### src/hw/rtl/fasr_pkg.sv
// Package for the fraction add/subtract/reduce block.
// Holds widths, stream data widths, opcodes and the controller/datapath interface structs.
// No dependencies.
package fasr_pkg;

    localparam int OPW      = 16;              // operand width
    localparam int MAGW     = OPW;             // operand magnitude width (up to 2^(OPW-1))
    localparam int PRODW    = 2 * MAGW;        // product magnitude width
    localparam int SUMW     = PRODW + 1;       // numerator magnitude width
    localparam int NUM_W    = 33;
    localparam int DEN_W    = 32;
    localparam int IN_TDATA_W  = ((4 * OPW + 7) / 8) * 8;
    localparam int OUT_TDATA_W = ((NUM_W + DEN_W + 7) / 8) * 8;
    localparam int CNT_W    = $clog2(SUMW + 1);

    localparam logic OP_ADD = 1'b0;
    localparam logic OP_SUB = 1'b1;

    // Controller -> datapath commands
    typedef struct packed {
        logic load;      // capture operands, take magnitudes and signs
        logic mul;       // form the three products
        logic comb;      // combine the cross products
        logic gcd_init;  // set up gcd operands
        logic gcd_step;  // one binary gcd step
        logic div_init;  // set up the two divisions
        logic div_step;  // one restoring division bit
        logic finish;    // asserted with the result load; signs are applied combinationally
    } t_cmd;

    // Datapath -> controller status
    typedef struct packed {
        logic skip;      // numerator or denominator is zero
        logic gcd_done;
        logic div_done;
    } t_sts;

endpackage

### src/hw/rtl/fasr_ctrl.sv
// Controller state machine for the fraction add/subtract/reduce block.
// Depends on fasr_pkg.
module fasr_ctrl (
    input  logic              i_clk,
    input  logic              i_rst_n,
    input  logic              i_in_valid,
    output logic              o_in_ready,
    input  logic              i_out_free,
    output logic              o_out_load,
    output fasr_pkg::t_cmd    o_cmd,
    input  fasr_pkg::t_sts    i_sts
);
    import fasr_pkg::*;

    typedef enum logic [7:0] {
        S_IDLE = 8'b0000_0001,
        S_MUL  = 8'b0000_0010,
        S_COMB = 8'b0000_0100,
        S_GINI = 8'b0000_1000,
        S_GCD  = 8'b0001_0000,
        S_DINI = 8'b0010_0000,
        S_DIV  = 8'b0100_0000,
        S_DONE = 8'b1000_0000
    } t_state;

    t_state r_state, n_state;

    // next state and commands
    always_comb begin
        n_state    = r_state;
        o_cmd      = '0;
        o_in_ready = 1'b0;
        o_out_load = 1'b0;
        unique case (r_state)
            S_IDLE: begin
                o_in_ready = 1'b1;
                if (i_in_valid) begin
                    o_cmd.load = 1'b1;
                    n_state    = S_MUL;
                end
            end
            S_MUL: begin
                o_cmd.mul = 1'b1;
                n_state   = S_COMB;
            end
            S_COMB: begin
                o_cmd.comb = 1'b1;
                n_state    = S_GINI;
            end
            S_GINI: begin
                if (i_sts.skip) begin
                    n_state = S_DONE;
                end else begin
                    o_cmd.gcd_init = 1'b1;
                    n_state        = S_GCD;
                end
            end
            S_GCD: begin
                if (i_sts.gcd_done) begin
                    n_state = S_DINI;
                end else begin
                    o_cmd.gcd_step = 1'b1;
                end
            end
            S_DINI: begin
                o_cmd.div_init = 1'b1;
                n_state        = S_DIV;
            end
            S_DIV: begin
                if (i_sts.div_done) begin
                    n_state = S_DONE;
                end else begin
                    o_cmd.div_step = 1'b1;
                end
            end
            S_DONE: begin
                if (i_out_free) begin
                    o_cmd.finish = 1'b1;
                    o_out_load   = 1'b1;
                    n_state      = S_IDLE;
                end
            end
            default: n_state = S_IDLE;
        endcase
    end

    always_ff @(posedge i_clk) begin
        if (!i_rst_n) begin
            r_state <= S_IDLE;
        end else begin
            r_state <= n_state;
        end
    end

    // ready only when idle, result loads only when the output slot is free
    a_ready_idle: assert property (@(posedge i_clk) disable iff (!i_rst_n)
        o_in_ready |-> (r_state == S_IDLE))
        else $error("ready outside idle");
    a_load_free: assert property (@(posedge i_clk) disable iff (!i_rst_n)
        o_out_load |-> i_out_free)
        else $error("result load while output busy");
    a_accept_mul: assert property (@(posedge i_clk) disable iff (!i_rst_n)
        (o_in_ready && i_in_valid) |=> (r_state == S_MUL))
        else $error("accept did not start work");

endmodule

### src/hw/rtl/fasr_dp.sv
// Datapath for the fraction add/subtract/reduce block: products, sum,
// iterative binary gcd and two restoring dividers sharing one counter.
// Depends on fasr_pkg.
module fasr_dp (
    input  logic                                  i_clk,
    input  logic                                  i_rst_n,
    input  logic [fasr_pkg::IN_TDATA_W-1:0]       i_data,
    input  logic                                  i_sub,
    input  fasr_pkg::t_cmd                        i_cmd,
    output fasr_pkg::t_sts                        o_sts,
    output logic signed [fasr_pkg::NUM_W-1:0]     o_num,
    output logic signed [fasr_pkg::DEN_W-1:0]     o_den,
    output logic                                  o_zden
);
    import fasr_pkg::*;

    logic            r_sub;
    logic [MAGW-1:0] r_an, r_ad, r_bn, r_bd;
    logic            r_ann, r_adn, r_bnn, r_bdn;
    logic [PRODW-1:0] r_t1, r_t2;
    logic             r_t1n, r_t2n, r_denn;
    logic [SUMW-1:0]  r_num;
    logic             r_numn;
    logic [PRODW-1:0] r_den;
    // gcd registers
    logic [SUMW-1:0]  r_gx, r_gy;
    logic [CNT_W-1:0] r_k;
    logic             r_gph;     // 0: strip common twos, 1: main loop
    // divider registers
    logic [SUMW-1:0]  r_qn, r_rn;
    logic [SUMW-1:0]  r_qd, r_rd;
    logic [SUMW-1:0]  r_g;
    logic [CNT_W-1:0] r_cnt;

    // operand split
    function automatic logic [MAGW-1:0] f_mag(input logic [OPW-1:0] v);
        logic [MAGW-1:0] m;
        m = v[OPW-1] ? MAGW'(~v + 1'b1) : MAGW'(v);
        return m;
    endfunction

    logic [OPW-1:0] w_an, w_ad, w_bn, w_bd;
    assign w_an = i_data[0*OPW +: OPW];
    assign w_ad = i_data[1*OPW +: OPW];
    assign w_bn = i_data[2*OPW +: OPW];
    assign w_bd = i_data[3*OPW +: OPW];

    // combine step
    logic            w_t2n;
    logic [SUMW-1:0] w_sum;
    logic            w_sumn;
    always_comb begin
        w_t2n = r_sub && (r_t2 != '0) ? ~r_t2n : r_t2n;
        if (r_t1n == w_t2n) begin
            w_sum  = SUMW'(r_t1) + SUMW'(r_t2);
            w_sumn = r_t1n;
        end else if (r_t1 >= r_t2) begin
            w_sum  = SUMW'(r_t1 - r_t2);
            w_sumn = r_t1n;
        end else begin
            w_sum  = SUMW'(r_t2 - r_t1);
            w_sumn = w_t2n;
        end
        if (w_sum == '0) w_sumn = 1'b0;
    end

    // gcd step
    logic            w_gdone;
    logic [SUMW-1:0] w_gdiff;
    assign w_gdone = r_gph && (r_gy == '0) && r_gx[0];
    assign w_gdiff = (r_gx > r_gy) ? r_gx - r_gy : r_gy - r_gx;

    // division step, divisor is gcd
    logic [SUMW:0] w_rn2, w_rd2;
    assign w_rn2 = {r_rn, r_qn[SUMW-1]};
    assign w_rd2 = {r_rd, r_qd[SUMW-1]};

    assign o_sts.skip     = (r_num == '0) || (r_den == '0);
    assign o_sts.gcd_done = w_gdone;
    assign o_sts.div_done = (r_cnt == '0);

    always_ff @(posedge i_clk) begin
        if (i_cmd.load) begin
            r_sub <= i_sub;
            r_an  <= f_mag(w_an);  r_ann <= w_an[OPW-1];
            r_ad  <= f_mag(w_ad);  r_adn <= w_ad[OPW-1];
            r_bn  <= f_mag(w_bn);  r_bnn <= w_bn[OPW-1];
            r_bd  <= f_mag(w_bd);  r_bdn <= w_bd[OPW-1];
        end
        if (i_cmd.mul) begin
            r_t1   <= PRODW'(r_an) * PRODW'(r_bd);
            r_t2   <= PRODW'(r_bn) * PRODW'(r_ad);
            r_den  <= PRODW'(r_ad) * PRODW'(r_bd);
            r_t1n  <= (r_ann != r_bdn) && (r_an != '0) && (r_bd != '0);
            r_t2n  <= (r_bnn != r_adn) && (r_bn != '0) && (r_ad != '0);
            r_denn <= (r_adn != r_bdn) && (r_ad != '0) && (r_bd != '0);
        end
        if (i_cmd.comb) begin
            r_num  <= w_sum;
            r_numn <= w_sumn;
        end
        if (i_cmd.gcd_init) begin
            r_gx  <= r_num;
            r_gy  <= SUMW'(r_den);
            r_k   <= '0;
            r_gph <= 1'b0;
        end
        if (i_cmd.gcd_step) begin
            if (!r_gph) begin
                if (!r_gx[0] && !r_gy[0]) begin
                    r_gx <= r_gx >> 1;
                    r_gy <= r_gy >> 1;
                    r_k  <= r_k + 1'b1;
                end else begin
                    r_gph <= 1'b1;
                end
            end else if (!r_gx[0]) begin
                r_gx <= r_gx >> 1;
            end else if (!r_gy[0]) begin
                r_gy <= r_gy >> 1;
            end else begin
                // both odd, nonzero y
                r_gx <= (r_gx > r_gy) ? r_gy : r_gx;
                r_gy <= w_gdiff;
            end
        end
        if (i_cmd.div_init) begin
            r_g   <= r_gx << r_k;
            r_qn  <= r_num;
            r_qd  <= SUMW'(r_den);
            r_rn  <= '0;
            r_rd  <= '0;
            r_cnt <= CNT_W'(SUMW);
        end
        if (i_cmd.div_step) begin
            if (w_rn2 >= {1'b0, r_g}) begin
                r_rn <= SUMW'(w_rn2 - {1'b0, r_g});
                r_qn <= {r_qn[SUMW-2:0], 1'b1};
            end else begin
                r_rn <= w_rn2[SUMW-1:0];
                r_qn <= {r_qn[SUMW-2:0], 1'b0};
            end
            if (w_rd2 >= {1'b0, r_g}) begin
                r_rd <= SUMW'(w_rd2 - {1'b0, r_g});
                r_qd <= {r_qd[SUMW-2:0], 1'b1};
            end else begin
                r_rd <= w_rd2[SUMW-1:0];
                r_qd <= {r_qd[SUMW-2:0], 1'b0};
            end
            r_cnt <= r_cnt - 1'b1;
        end
    end

    // results: quotients when reduced, raw parts when skipped
    logic [SUMW-1:0] w_nm, w_dm;
    assign w_nm = o_sts.skip ? r_num : r_qn;
    assign w_dm = o_sts.skip ? SUMW'(r_den) : r_qd;
    assign o_num  = r_numn ? NUM_W'(~w_nm + 1'b1) : NUM_W'(w_nm);
    assign o_den  = r_denn ? DEN_W'(~w_dm + 1'b1) : DEN_W'(w_dm);
    assign o_zden = (r_den == '0);

    a_gcd_odd: assert property (@(posedge i_clk) disable iff (!i_rst_n)
        i_cmd.div_init |-> (r_gx != '0))
        else $error("gcd is zero at division");
    a_div_len: assert property (@(posedge i_clk) disable iff (!i_rst_n)
        i_cmd.div_init |=> (r_cnt == CNT_W'(SUMW)))
        else $error("division counter not loaded");
    a_zero_sign: assert property (@(posedge i_clk) disable iff (!i_rst_n)
        $past(i_cmd.comb) |-> !(r_numn && r_num == '0))
        else $error("negative zero numerator");

endmodule

### src/hw/rtl/fraction_add_sub_reduce.sv
// Takes one pair of signed 16-bit fractions and an add/subtract opcode at a
// time and returns the sum or difference over the product denominator,
// reduced by the gcd, with the zero-denominator flag. After an accepted
// transfer the block multiplies, combines the cross products and sets up
// the gcd loop. It then runs the gcd loop to its final check, sets up the
// divider, forms the 33-bit quotients with a final check, and loads the
// result. The binary gcd loop does one shift or subtract per cycle and the
// two quotients are formed one bit per cycle by restoring division against
// the gcd. Zero parts skip both loops. The result is held in an output
// register, so the next item is taken while a result waits, until that
// register is needed.
// Depends on fasr_pkg, fasr_ctrl, fasr_dp.
module fraction_add_sub_reduce (
    input  logic                                  i_clk,
    input  logic                                  i_rst_n,
    input  logic                                  s_axis_tvalid,
    output logic                                  s_axis_tready,
    // tdata: a_numerator[15:0], a_denominator[31:16], b_numerator[47:32],
    //        b_denominator[63:48]
    input  logic [fasr_pkg::IN_TDATA_W-1:0]       s_axis_tdata,
    // tuser: opcode
    input  logic                                  s_axis_tuser,
    output logic                                  m_axis_tvalid,
    input  logic                                  m_axis_tready,
    // tdata: result_numerator[32:0], result_denominator[64:33], zeros above
    output logic [fasr_pkg::OUT_TDATA_W-1:0]      m_axis_tdata,
    // tuser: zero_denominator
    output logic                                  m_axis_tuser
);
    import fasr_pkg::*;

    t_cmd w_cmd;
    t_sts w_sts;
    logic w_load, w_free;
    logic signed [NUM_W-1:0] w_num;
    logic signed [DEN_W-1:0] w_den;
    logic w_zden;

    logic                   r_valid;
    logic [OUT_TDATA_W-1:0] r_data;
    logic                   r_zden;

    assign w_free = !r_valid || m_axis_tready;

    fasr_ctrl u_ctrl (
        .i_clk      (i_clk),
        .i_rst_n    (i_rst_n),
        .i_in_valid (s_axis_tvalid),
        .o_in_ready (s_axis_tready),
        .i_out_free (w_free),
        .o_out_load (w_load),
        .o_cmd      (w_cmd),
        .i_sts      (w_sts)
    );

    fasr_dp u_dp (
        .i_clk   (i_clk),
        .i_rst_n (i_rst_n),
        .i_data  (s_axis_tdata),
        .i_sub   (s_axis_tuser),
        .i_cmd   (w_cmd),
        .o_sts   (w_sts),
        .o_num   (w_num),
        .o_den   (w_den),
        .o_zden  (w_zden)
    );

    // output register
    always_ff @(posedge i_clk) begin
        if (!i_rst_n) begin
            r_valid <= 1'b0;
        end else if (w_load) begin
            r_valid <= 1'b1;
        end else if (m_axis_tready) begin
            r_valid <= 1'b0;
        end
        if (w_load) begin
            r_data <= OUT_TDATA_W'({w_den, w_num});
            r_zden <= w_zden;
        end
    end

    assign m_axis_tvalid = r_valid;
    assign m_axis_tdata  = r_data;
    assign m_axis_tuser  = r_zden;

endmodule
### config.mk
export PLATFORM = sky130hd
export DESIGN_NAME = fraction_add_sub_reduce
export DESIGN_NICKNAME = d
export VERILOG_FILES = /design/src/hw/rtl/fasr_pkg.sv /design/src/hw/rtl/fasr_ctrl.sv /design/src/hw/rtl/fasr_dp.sv /design/src/hw/rtl/fraction_add_sub_reduce.sv
export SDC_FILE = /design/constraint.sdc
export NUM_CORES = 2
export LEC_CHECK = 0
export CORE_AREA = 2 2 324 326
export DETAILED_ROUTE_END_ITERATION = 8
export DIE_AREA = 0 0 326 328
export DONT_BUFFER_PORTS = 1
export PLACE_DENSITY = 0.78
export REMOVE_ABC_BUFFERS = 1
export SYNTH_ARGS = -nofsm -noshare
export SYNTH_HDL_FRONTEND = slang
export SYNTH_SLANG_ARGS = --single-unit
### constraint.sdc
create_clock -name i_clk -period 7.3 [get_ports i_clk]
set_input_delay 0.365 -clock i_clk [delete_from_list [all_inputs] [get_ports i_clk]]
set_output_delay 0.365 -clock i_clk [all_outputs]
set_load 0.02 [all_outputs]
==> flow_metrics.env <==
export IMPL_status="completed"
export IMPL_whs_path_depth=2
export IMPL_cts_buffers=60
export IMPL_place_congestion=0.995
export IMPL_fmax_mhz=142
export IMPL_finalHoldViolCount=0
export IMPL_dr_pass1_iters=8
export IMPL_period_share_pct=96.2
export IMPL_grt_max_degree=79
export IMPL_required_ns=7.71
export IMPL_grt_pass1_wl_um=282000
export IMPL_grt_pass1_vias=49726
export IMPL_root_buffer="clkbuf_16"
export IMPL_worstPathArrival_ns=7.44
export IMPL_wl_per_cell_um=22.1
export IMPL_synth_area_sq_um=61400
export IMPL_ioPinCount=144
export IMPL_worst_setup_path_end_kind="register"
export IMPL_hold_path_class="in2reg"
export IMPL_relSlewSlack_pct=14.6
export IMPL_fill_cells=8339
export IMPL_grt_overflow_total=0
export IMPL_final_cell_mix="nand2_1, inv_1, fa_1"
export IMPL_synth_area_per_cell_sq_um=9.03
export IMPL_grt_usage_pct=33.7
export IMPL_fin_hold_ws_ns=0.0200
export IMPL_clk_latency_ns=0.69
export IMPL_die_area_sq_um=107000
export IMPL_tightest_slew_ns=1.28
export IMPL_skew_ns=0.0250
export IMPL_antenna_found_initial=4
export IMPL_rsz0062_at_grt="no"
export IMPL_reg2regPathDepth=25
export IMPL_path_clk_slew_ns=0.06
export IMPL_synthFlopType="edfxtp_1"
export IMPL_vias_per_cell=6.08
export IMPL_synthDistinctLibCells=90
export IMPL_io_buffer_count=0
export IMPL_worst_setup_path_type="reg2reg"
export IMPL_path_max_fanout=12
export IMPL_vias=49941
export IMPL_cts_tree="built"
export IMPL_clkSinkCount=521
export IMPL_worst_slack_ns=0.275
export IMPL_synth_warning_count=0
export IMPL_htreeDepth=2
export IMPL_layout_drive_gt1_share_pct=4.74
export IMPL_synth_edf_count=471
export IMPL_die_w_um=326
export IMPL_drt_iter0_drc=4664
export IMPL_place_area_sq_um=62800
export IMPL_syn_to_final_growth_pct=7.57
export IMPL_yosysTopAreaCellShare_pct=23.0
export IMPL_nets=7985
export IMPL_start_util_pct=59.5
export IMPL_seq_area_frac_synth_pct=24.6
export IMPL_fin_crit_ns=7.03
export IMPL_synth_largest_area_cell="edfxtp_1"
export IMPL_cts_buffer_depth=3
export IMPL_wl_um=181000
export IMPL_maxSlewViolCount=0
export IMPL_fp_row_count=118
export IMPL_ant_nets=0
export IMPL_tns_ns=0
export IMPL_setup_violations=0
export IMPL_start_kind="register"
export IMPL_async_flop_share_pct=0
export IMPL_core_area_sq_um=103000
export IMPL_maxCapViolations=0
export IMPL_die_h_um=328
export IMPL_postSynthCellCount=6805
export IMPL_design_area_sq_um=66100
export IMPL_synth_area_leaders="edfxtp_1, fa_1, ha_1"
export IMPL_hpwl_um=139000
export IMPL_synth_seq_cells=521
export IMPL_dpl_worst_slack_ns=0.148
export IMPL_mostFrequentLayoutCell="nand2_1"
export IMPL_drc=0
worst paths after layout:
| kind | startpoint | slack [ns] | end |
|---|---|---|---|
| hold reg to reg | u_dp.r_qn[28] | 0.55 | u_dp.r_qn[29] |
| setup reg to reg | u_dp.r_ad[10] | 0.27 | u_dp.r_t2[31] |
| setup / recovery | u_dp.r_ad[10] | 0.27 | u_dp.r_t2[31] |
| hold / removal | s_axis_tdata[34] | 0.02 | u_dp.r_bn[3] |
worst max-delay path, stage by stage (launching register included):
cell	delay (ns)
edfxtp_1	0.61
buf_4	0.29
buf_4	0.26
nand2_1	0.10
fa_1	0.37
inv_1	0.10
fa_1	0.18
inv_1	0.08
fa_1	0.53
inv_1	0.05
fa_1	0.47
fa_1	0.56
inv_1	0.06
fa_1	0.53
inv_1	0.04
ha_1	0.24
nor3_1	0.27
o211ai_1	0.20
a41oi_1	0.34
o21ai_1	0.20
a221o_1	0.34
a21oi_1	0.26
nor2b_1	0.10
o21a_1	0.20
o41ai_2	0.26
xnor2_1	0.13
through the flow:
| stage | util, % | cells |
|---|---|---|
| 2_1_floorplan | - | 6486 |
| 3_3_place_gp | 60.9 | 7972 |
| 3_5_place_dp | 60.9 | 7972 |
| 4_1_cts | 63.7 | 8167 |
| 5_1_grt | 64.0 | 8209 |
| 6_report | 64.0 | 8210 |
state kept, by name (all words and copies together), names as in the netlist, 32 cells and up:
signal / count
u_dp.r_gx: 33
u_dp.r_gy: 33
u_dp.r_den: 32
u_dp.r_t2: 32
u_dp.r_rn: 33
u_dp.r_qd: 33
u_dp.r_t1: 32
u_dp.r_rd: 33
u_dp.r_g: 33
m_axis_tdata: 65
u_dp.r_num: 33
u_dp.r_qn: 33
metal layers:
| metal | vias to the layer above | part of all wire (%) | global-route usage [%] |
|---|---|---|---|
| li1 | 22584 | - | - |
| met1 | 24486 | 40 | 44.2 |
| met2 | 2422 | 47 | 55.3 |
| met3 | 445 | 8.4 | 5.10 |
| met4 | 4 | 4.9 | 15.1 |
| met5 | - | 0.017 | 0 |
area by class of cell:
class | instances | area, sq um | area share (%)
inverter | 917 | 3440 | 5.21
antenna | 1 | 2.50 | 0.00379
timing repair buffer | 230 | 1980 | 2.99
clock buffer | 79 | 1680 | 2.55
sequential | 521 | 15100 | 22.9
multi-input combinational | 5048 | 41700 | 63.1
tap | 1380 | 1730 | 2.61
clock inverter | 34 | 418 | 0.632
what timing repair did:
item,in CTS,in global routing
endpoints found under the setup margin,0,4
hold buffers,82,0
hold endpoints to repair,78,0
resized for setup,0,1
setup buffers,0,42
cell usage after synthesis (150+ instances only):
| library cell | instances |
|---|---|
| nor2_1 | 341 |
| a21oi_1 | 336 |
| xnor2_1 | 211 |
| mux2i_1 | 176 |
| o21ai_0 | 240 |
| fa_1 | 589 |
| nor3_1 | 150 |
| and2_1 | 364 |
| edfxtp_1 | 471 |
| clkbuf_1 | 272 |
| inv_1 | 915 |
| ha_1 | 549 |
| nand2_1 | 963 |
logic make-up after synthesis:
kind of cell / Yosys count / synth area share (%)
AO/OA/AOI/OAI: 1144 / 11.9
XOR/XNOR: 323 / 4.60
adder cells (fa/ha/maj): 1138 / 30.4
buffers and inverters: 1242 / 7.70
flip-flops: 521 / 24.6
multiplexers: 202 / 3.64
other: 1 / 0.00610
AND/OR/NAND/NOR: 2234 / 17.2
Power is left out: the tool's default activity adds up to more than one toggle a clock period on the data nets, which glitch-free logic cannot reach.
